## config.mk

```make
export PLATFORM = sky130hd
export DESIGN_NAME = demand_paging_translator
export DESIGN_NICKNAME = d
export VERILOG_FILES = /design/src/hw/rtl/dpt_pkg.sv /design/src/hw/rtl/dpt_ram.sv /design/src/hw/rtl/dpt_free_finder.sv /design/src/hw/rtl/demand_paging_translator.sv
export SDC_FILE = /design/constraint.sdc
export NUM_CORES = 1
export LEC_CHECK = 0
export BUFFER_PORTS_ARGS = -buffer_cell sky130_fd_sc_hd__buf_4
export CAP_MARGIN = 20
export CORE_UTILIZATION = 55
export DETAILED_ROUTE_END_ITERATION = 8
export HOLD_SLACK_MARGIN = 0.05
export PLACE_DENSITY = 0.75
export SLEW_MARGIN = 20
export SYNTH_ARGS = -nofsm -noshare
export SYNTH_HDL_FRONTEND = slang
export SYNTH_SLANG_ARGS = --single-unit
```

## constraint.sdc

```tcl
create_clock -name clk -period 3.4 [get_ports clk]
set_clock_uncertainty 0.1 [all_clocks]
set_input_delay 0.34 -clock clk [delete_from_list [all_inputs] [get_ports clk]]
set_output_delay 0.34 -clock clk [all_outputs]
set_load 0.02 [all_outputs]
```

## src/hw/rtl/dpt_pkg.sv

```systemverilog
// Shared constants and field layout for the demand paging translator.
// No dependencies; imported by the translator top level.
`timescale 1ns / 1ps

package dpt_pkg;

    // Fixed field widths of the stream payloads
    localparam int CMD_W      = 1;
    localparam int PAGE_W     = 3;
    localparam int OFFSET_W   = 7;
    localparam int PRE_BLK_W  = 5;
    localparam int ADDR_W     = 12;
    localparam int BLK_FIELD_W = 5;

    // Units per page
    localparam int PAGE_SIZE  = 128;

    // Slave tdata: page_number, offset, preload_block, padded to bytes
    localparam int IN_FIELDS_W = PAGE_W + OFFSET_W + PRE_BLK_W;
    localparam int IN_TDATA_W  = ((IN_FIELDS_W + 7) / 8) * 8;
    localparam int IN_USER_W   = CMD_W;

    // Master tdata: phys_address, block_number, padded to bytes
    localparam int OUT_FIELDS_W = ADDR_W + BLK_FIELD_W;
    localparam int OUT_TDATA_W  = ((OUT_FIELDS_W + 7) / 8) * 8;
    localparam int OUT_USER_W   = 2;

    // Command codes
    localparam logic [CMD_W-1:0] CMD_ACCESS  = 1'b0;
    localparam logic [CMD_W-1:0] CMD_PRELOAD = 1'b1;

    // Result item as held in the output register
    typedef struct packed {
        logic [ADDR_W-1:0]      phys_address;
        logic [BLK_FIELD_W-1:0] block_number;
        logic                   page_fault;
        logic                   out_of_memory;
    } result_t;

endpackage

```

## src/hw/rtl/dpt_ram.sv

```systemverilog
// Generic single-port-write, single-port-read RAM with registered read data.
// No dependencies; holds the page table block numbers.
`timescale 1ns / 1ps

module dpt_ram #(
    parameter int WIDTH = 8,
    parameter int DEPTH = 8
) (
    input  logic                     clk,
    input  logic                     we,
    input  logic [$clog2(DEPTH)-1:0] waddr,
    input  logic [WIDTH-1:0]         wdata,
    input  logic                     re,
    input  logic [$clog2(DEPTH)-1:0] raddr,
    output logic [WIDTH-1:0]         rdata
);

    logic [WIDTH-1:0] mem [DEPTH];

    always_ff @(posedge clk)
    begin
        if (we)
        begin
            mem[waddr] <= wdata;
        end
    end

    // Read data holds until the next read
    always_ff @(posedge clk)
    begin
        if (re)
        begin
            rdata <= mem[raddr];
        end
    end

endmodule

```

## src/hw/rtl/dpt_free_finder.sv

```systemverilog
// Registered lowest-free-block search over the block usage map.
// No dependencies; instantiated by the translator top level.
`timescale 1ns / 1ps

module dpt_free_finder #(
    parameter int NUM_BLOCKS = 32
) (
    input  logic                          clk,
    input  logic                          rst_n,
    input  logic [NUM_BLOCKS-1:0]         used_map,
    output logic                          free_found,
    output logic [$clog2(NUM_BLOCKS)-1:0] free_idx
);

    localparam int BW = $clog2(NUM_BLOCKS);

    logic          found_next;
    logic [BW-1:0] idx_next;
    logic          found_reg;
    logic [BW-1:0] idx_reg;

    // Scan from the top so the lowest clear bit wins
    always_comb
    begin
        idx_next   = '0;
        found_next = ~(&used_map);
        for (int i = NUM_BLOCKS - 1; i >= 0; i--)
        begin
            if (!used_map[i])
            begin
                idx_next = BW'(i);
            end
        end
    end

    always_ff @(posedge clk or negedge rst_n)
    begin
        if (!rst_n)
        begin
            found_reg <= 1'b0;
            idx_reg   <= '0;
        end
        else
        begin
            found_reg <= found_next;
            idx_reg   <= idx_next;
        end
    end

    assign free_found = found_reg;
    assign free_idx   = idx_reg;

endmodule

```

## src/hw/rtl/demand_paging_translator.sv

```systemverilog
// An accepted item takes the FSM to EXEC, which loads the output register and m_axis_tvalid.
// s_axis_tready is high only in IDLE: no new item is taken before the read-modify-write
// of the page table RAM (read at acceptance, update in EXEC) ends; a stalled master holds it.
// Reset: page present bits and the block usage map are flip-flops cleared at once;
// no clearing pass, the block is ready in the first cycle after reset.
// Depends on dpt_pkg, dpt_ram and dpt_free_finder.
`timescale 1ns / 1ps

module demand_paging_translator #(
    parameter int NUM_PAGES  = 8,
    parameter int NUM_BLOCKS = 32
) (
    input  logic                            clk,
    input  logic                            rst_n,
    input  logic                            s_axis_tvalid,
    output logic                            s_axis_tready,
    // page_number [2:0], offset [9:3], preload_block [14:10], zero pad above
    input  logic [dpt_pkg::IN_TDATA_W-1:0]  s_axis_tdata,
    // command [0]
    input  logic [dpt_pkg::IN_USER_W-1:0]   s_axis_tuser,
    output logic                            m_axis_tvalid,
    input  logic                            m_axis_tready,
    // phys_address [11:0], block_number [16:12], zero pad above
    output logic [dpt_pkg::OUT_TDATA_W-1:0] m_axis_tdata,
    // page_fault [0], out_of_memory [1]
    output logic [dpt_pkg::OUT_USER_W-1:0]  m_axis_tuser
);

    import dpt_pkg::*;

    localparam int PW = $clog2(NUM_PAGES);
    localparam int BW = $clog2(NUM_BLOCKS);

    localparam logic [0:0] ST_IDLE = 1'b0;
    localparam logic [0:0] ST_EXEC = 1'b1;

    logic [0:0]              state_reg, state_next;
    logic [CMD_W-1:0]        cmd_reg;
    logic [PAGE_W-1:0]       page_reg;
    logic [OFFSET_W-1:0]     off_reg;
    logic [PRE_BLK_W-1:0]    pre_reg;
    logic [NUM_PAGES-1:0]    valid_reg, valid_next;
    logic [NUM_BLOCKS-1:0]   used_map_reg, used_map_next;
    logic                    out_valid_reg;
    result_t                 out_reg, out_next;

    logic                    accept;
    logic                    out_free;
    logic                    exec_go;
    logic [PAGE_W-1:0]       in_page;
    logic [PW-1:0]           page_idx;
    logic [BW-1:0]           pre_blk;
    logic [BW-1:0]           ram_rdata;
    logic                    ram_we;
    logic [BW-1:0]           ram_wdata;
    logic                    free_found;
    logic [BW-1:0]           free_idx;
    logic                    page_ok;
    logic                    pre_ok;
    logic                    present;
    logic                    set_used;
    logic [BW-1:0]           set_blk;
    logic                    fault_c;
    logic [31:0]             addr_wide;
    logic [BW-1:0]           res_blk;

    assign in_page  = s_axis_tdata[PAGE_W-1:0];
    assign accept   = s_axis_tvalid && s_axis_tready;
    assign out_free = !out_valid_reg || m_axis_tready;
    assign exec_go  = (state_reg == ST_EXEC) && out_free;

    assign s_axis_tready = (state_reg == ST_IDLE);

    assign page_idx = PW'(page_reg);
    assign pre_blk  = BW'(pre_reg);
    assign page_ok  = (32'(page_reg) < NUM_PAGES);
    assign pre_ok   = (32'(pre_reg) < NUM_BLOCKS);
    assign present  = page_ok && valid_reg[page_idx];

    dpt_ram #(
        .WIDTH (BW),
        .DEPTH (NUM_PAGES)
    ) u_page_table (
        .clk   (clk),
        .we    (ram_we),
        .waddr (page_idx),
        .wdata (ram_wdata),
        .re    (accept),
        .raddr (PW'(in_page)),
        .rdata (ram_rdata)
    );

    dpt_free_finder #(
        .NUM_BLOCKS (NUM_BLOCKS)
    ) u_free_finder (
        .clk        (clk),
        .rst_n      (rst_n),
        .used_map   (used_map_reg),
        .free_found (free_found),
        .free_idx   (free_idx)
    );

    // Resolve the item against the page table entry read at acceptance
    always_comb
    begin
        ram_we    = 1'b0;
        ram_wdata = '0;
        set_used  = 1'b0;
        set_blk   = '0;
        fault_c   = 1'b0;
        res_blk   = '0;
        out_next  = '0;
        addr_wide = '0;
        priority if (!page_ok || (cmd_reg == CMD_PRELOAD && !pre_ok))
        begin
            out_next = '0;
        end
        else if (cmd_reg == CMD_PRELOAD)
        begin
            ram_we                = 1'b1;
            ram_wdata             = pre_blk;
            set_used              = 1'b1;
            set_blk               = pre_blk;
            out_next.block_number = BLK_FIELD_W'(pre_blk);
        end
        else if (present)
        begin
            res_blk               = ram_rdata;
            addr_wide             = 32'(res_blk) * PAGE_SIZE + 32'(off_reg);
            out_next.phys_address = addr_wide[ADDR_W-1:0];
            out_next.block_number = BLK_FIELD_W'(res_blk);
        end
        else if (!free_found)
        begin
            out_next.out_of_memory = 1'b1;
        end
        else
        begin
            // Allocate the lowest free block
            fault_c               = 1'b1;
            res_blk               = free_idx;
            ram_we                = 1'b1;
            ram_wdata             = free_idx;
            set_used              = 1'b1;
            set_blk               = free_idx;
            addr_wide             = 32'(res_blk) * PAGE_SIZE + 32'(off_reg);
            out_next.phys_address = addr_wide[ADDR_W-1:0];
            out_next.block_number = BLK_FIELD_W'(res_blk);
            out_next.page_fault   = 1'b1;
        end
        // Drop all writes unless the update really happens this cycle
        ram_we   = ram_we && exec_go;
        set_used = set_used && exec_go;
    end

    always_comb
    begin
        valid_next    = valid_reg;
        used_map_next = used_map_reg;
        if (ram_we)
        begin
            valid_next[page_idx] = 1'b1;
        end
        if (set_used)
        begin
            used_map_next[set_blk] = 1'b1;
        end
    end

    always_comb
    begin
        state_next = state_reg;
        unique case (state_reg)
            ST_IDLE:
            begin
                if (accept)
                begin
                    state_next = ST_EXEC;
                end
            end
            ST_EXEC:
            begin
                if (out_free)
                begin
                    state_next = ST_IDLE;
                end
            end
            default:
            begin
                state_next = ST_IDLE;
            end
        endcase
    end

    always_ff @(posedge clk or negedge rst_n)
    begin
        if (!rst_n)
        begin
            state_reg     <= ST_IDLE;
            valid_reg     <= '0;
            used_map_reg  <= '0;
            out_valid_reg <= 1'b0;
        end
        else
        begin
            state_reg    <= state_next;
            valid_reg    <= valid_next;
            used_map_reg <= used_map_next;
            if (exec_go)
            begin
                out_valid_reg <= 1'b1;
            end
            else if (m_axis_tready)
            begin
                out_valid_reg <= 1'b0;
            end
        end
    end

    // Payload registers
    always_ff @(posedge clk)
    begin
        if (accept)
        begin
            cmd_reg  <= s_axis_tuser[CMD_W-1:0];
            page_reg <= in_page;
            off_reg  <= s_axis_tdata[PAGE_W +: OFFSET_W];
            pre_reg  <= s_axis_tdata[PAGE_W + OFFSET_W +: PRE_BLK_W];
        end
        if (exec_go)
        begin
            out_reg <= out_next;
        end
    end

    assign m_axis_tvalid = out_valid_reg;
    assign m_axis_tdata  = {{(OUT_TDATA_W - OUT_FIELDS_W){1'b0}},
                            out_reg.block_number, out_reg.phys_address};
    assign m_axis_tuser  = {out_reg.out_of_memory, out_reg.page_fault};

    a_exec_loads_output: assert property (@(posedge clk) disable iff (!rst_n)
        exec_go |=> m_axis_tvalid)
        else $error("resolved transaction did not reach the output register");

    a_fault_oom_exclusive: assert property (@(posedge clk) disable iff (!rst_n)
        m_axis_tvalid |-> !(m_axis_tuser[0] && m_axis_tuser[1]))
        else $error("page fault and out of memory flagged together");

    a_fault_takes_one_block: assert property (@(posedge clk) disable iff (!rst_n)
        (exec_go && fault_c) |=>
            ($countones(used_map_reg) == $past($countones(used_map_reg)) + 1))
        else $error("page fault did not allocate exactly one new block");

    a_hold_while_stalled: assert property (@(posedge clk) disable iff (!rst_n)
        ((state_reg == ST_EXEC) && !out_free) |=> (state_reg == ST_EXEC)
            && $stable(used_map_reg) && $stable(valid_reg))
        else $error("state changed while the result path was stalled");

endmodule

```

==> run summary <==
Seq/Total Area, Yosys - 66.1%
fraction of layout cells with a size suffix above 1 - 24.6%
Critical Path AT - 3.00 ns
nets - 480
Seq cells post-synth - 128
port bufs - 40
starting density of the core - 57.9%
Leak - 2.55 nW
drt drc - 0
pre-CTS worst setup slack - 0.502 ns
Synth cell types - 62
most common cell in the synthesized netlist - edfxtp_1
post-synthesis compound-gate area fraction - 14.1%
Die Height - 102 µm
slew margin rel. - 51.2%
post-synthesis mux area share - 5.37%
combinational fraction of design power - 22.7%
CTS tree - yes
Post-Route WL - 11500 µm
Post-Syn Area - 0.00545 mm²
Clock Power Share - 31.8%
Largest register FFs - 40
sequential power share - 45.4%
gr usage total - 24.7%
dominant cell type by area after synthesis - edfxtp_1
Pwr Density - 805 mW/mm²
critical path class - flip-flop to flip-flop
DR vias - 3522
fraction of registers with async set/reset - 37.5%
htree depth - 4
first-pass GRT wire length - 18200 µm
hold_buf cts - 18
Pint - 3.64 mW
Peak VDD IR - 0.418 mV
Sw Share - 31.7%
RSZ-0062 raised after global routing - no
number of enable-type register cells in the synthesized netlist - 80
Resized cells post-CTS - 0
Synth top area share - 44.1%
Ys Warns - 0
Hold Crit Class - input pin to flip-flop
Design Power - 5.33 mW
DRT Pass-1 Iters - 5
Startpoint Class - flip-flop
Ports - 49
most frequent cells after synthesis - 80 x edfxtp_1, 48 x dfrtp_1, 35 x nand2_1
# fillers - 607
Area contributors post-synth - edfxtp_1 44%, dfrtp_1 22%, mux4_2 4.1%, a31o_1 2.4%, nand2_1 2.4%
predominant post-synthesis flop cell - edfxtp_1
number of diodes - 0
Pins Over Slew Limit - 0
CTS max path bufs - 2
fin crit share - 86.7%
Layout area overhead - 21.5%
status - finished, final reports clean
CTS Buf Count - 17
Setup Fix Bufs, Post-CTS - 0
antenna-violating nets left - 0
crit path max fanout - 11
endpoint type of the worst setup path - flip-flop
Max Clock Freq - 339 MHz
Synth Area in Simple Gates - 11.5%
maximum number of pins on one net before global-route repair - 49
initial drt markers - 280
Die X - 102 µm
setup slack after layout - 0.451 ns
Core Rows - 35
Skew-Pair Late Insertion Delay - 0.52 ns
Avg Cell Area, Syn - 14.1 µm²
CTS root buffer - clkbuf_8
clk sinks - 128
largest family of logic cells by synthesized area - compound AO/OA/AOI/OAI gates
Core Region - 0.00942 mm²
GPL Wtd Cong - 0.905
Adder-Cell Fraction of Synth Area - 0%
hpwl dp - 7650 µm
Max-Cap Viols - 0
die area - 0.0103 mm²
Post-Synthesis Cells - 386
DR WL/cell - 19.2 µm
Final Hold Vio Count - 0
Via density - 5.86
NetSw - 1.69 mW
Required @ worst endpoint - 3.45 ns
Reg clk slew, reported paths - 0.06 ns
Synth Area in XOR/XNOR - 0%
final setup vio count - 0
Slew @ Worst Pin - 0.732 ns
antenna violations before repair - 0
post-layout min period - 2.95 ns
Fin Setup TNS - 0 ns
Hold Slack - 0.101 ns
vias in the first global route - 3478
global route overflow - 0
==> cell type report <==
class	count	area, µm²	share of cell area (%)
clock inverters	13	141	2.14
well taps	129	161	2.44
inverters	14	52.6	0.794
repair buffers	63	518	7.82
clock buffers	19	422	6.37
multi-input cells	235	1720	26.0
flip-flops and latches	128	3600	54.4
==> power groups by stage <==
stage	combinational (mW)	clock (mW)	sequential [mW]
4_1_cts	1.21	1.72	2.41
6_report	1.21	1.70	2.42
3_5_place_dp	1.18	0	2.43
2_1_floorplan	0.711	0	2.46
3_3_place_gp	1.14	0	2.42
5_1_grt	1.32	1.78	2.46
==> cell families after synthesis <==
| group | count (synthesis) |
|---|---|
| other | 1 |
| AO/OA/AOI/OAI | 94 |
| buffers and inverters | 29 |
| multiplexers | 16 |
| flip-flops | 128 |
| AND/OR/NAND/NOR | 118 |
==> final timing paths <==
kind | startpoint | end | slack [ns] | cells after the start
worst max register to register | page_idx[1] | u_page_table.mem[1][0] | 0.45 | 5
max in group asynchronous | rst_n | valid_reg[0] | 2.51 | 2
worst min register to register | valid_reg[0] | valid_reg[0] | 0.37 | 1
worst max-delay path | page_idx[1] | u_page_table.mem[1][0] | 0.45 | 5
worst min-delay path | s_axis_tdata[0] | page_idx[0] | 0.10 | 1
min in group asynchronous | rst_n | used_map_reg[12] | 0.28 | 2
==> routing by layer <==
layer | vias up | part of all wire (%) | global-route usage (%)
met3 | 19 | 6.8 | 6.83
met4 | 0 | 1.7 | 11.0
li1 | 1609 | - | -
met2 | 168 | 48 | 37.9
met1 | 1726 | 44 | 33.1
met5 | - | 0 | 0
==> stage by stage <==
| step | util, % | area, µm² | instances |
|---|---|---|---|
| CTS | 70.3 | 6620 | 601 |
| detailed placement | 62.4 | 5870 | 551 |
| global placement | 62.4 | 5870 | 551 |
| finish | 70.3 | 6620 | 601 |
| floorplan | - | 5470 | 392 |
| global route | 70.3 | 6620 | 601 |
==> critical path, stage by stage, from the launching register on <==
cell and delay, ns:
edfxtp_1 0.57, nor2b_1 0.23, a221o_1 0.36, a2111oi_4 0.64, o21ai_2 0.19, nor3_2 0.50
==> cell usage in the layout (no fill, tap or decap), types with 3 or more instances in the layout <==
master	synthesis	routed
edfxtp_1	80	80
dfrtp_1	48	48
buf_4	8	45
nand2_1	35	35
nor2_1	20	20
dlygate4sd3_1	0	18
clkbuf_16	0	16
o21ai_0	15	15
a31o_1	15	15
inv_1	14	14
mux4_2	10	10
nand4_1	9	9
and2_1	8	8
or2_1	8	8
a21o_1	8	8
a31o_2	7	7
a21oi_1	7	7
conb_1	1	7
mux2_2	6	6
nor2b_1	7	6
clkinv_4	0	6
nand2b_1	5	5
nand3_1	5	5
a21boi_0	5	5
a31oi_1	5	5
nor3_2	4	4
o21ai_1	3	3
nor3_1	3	3
or3_1	3	3
(Power assumes the default switching activity.)
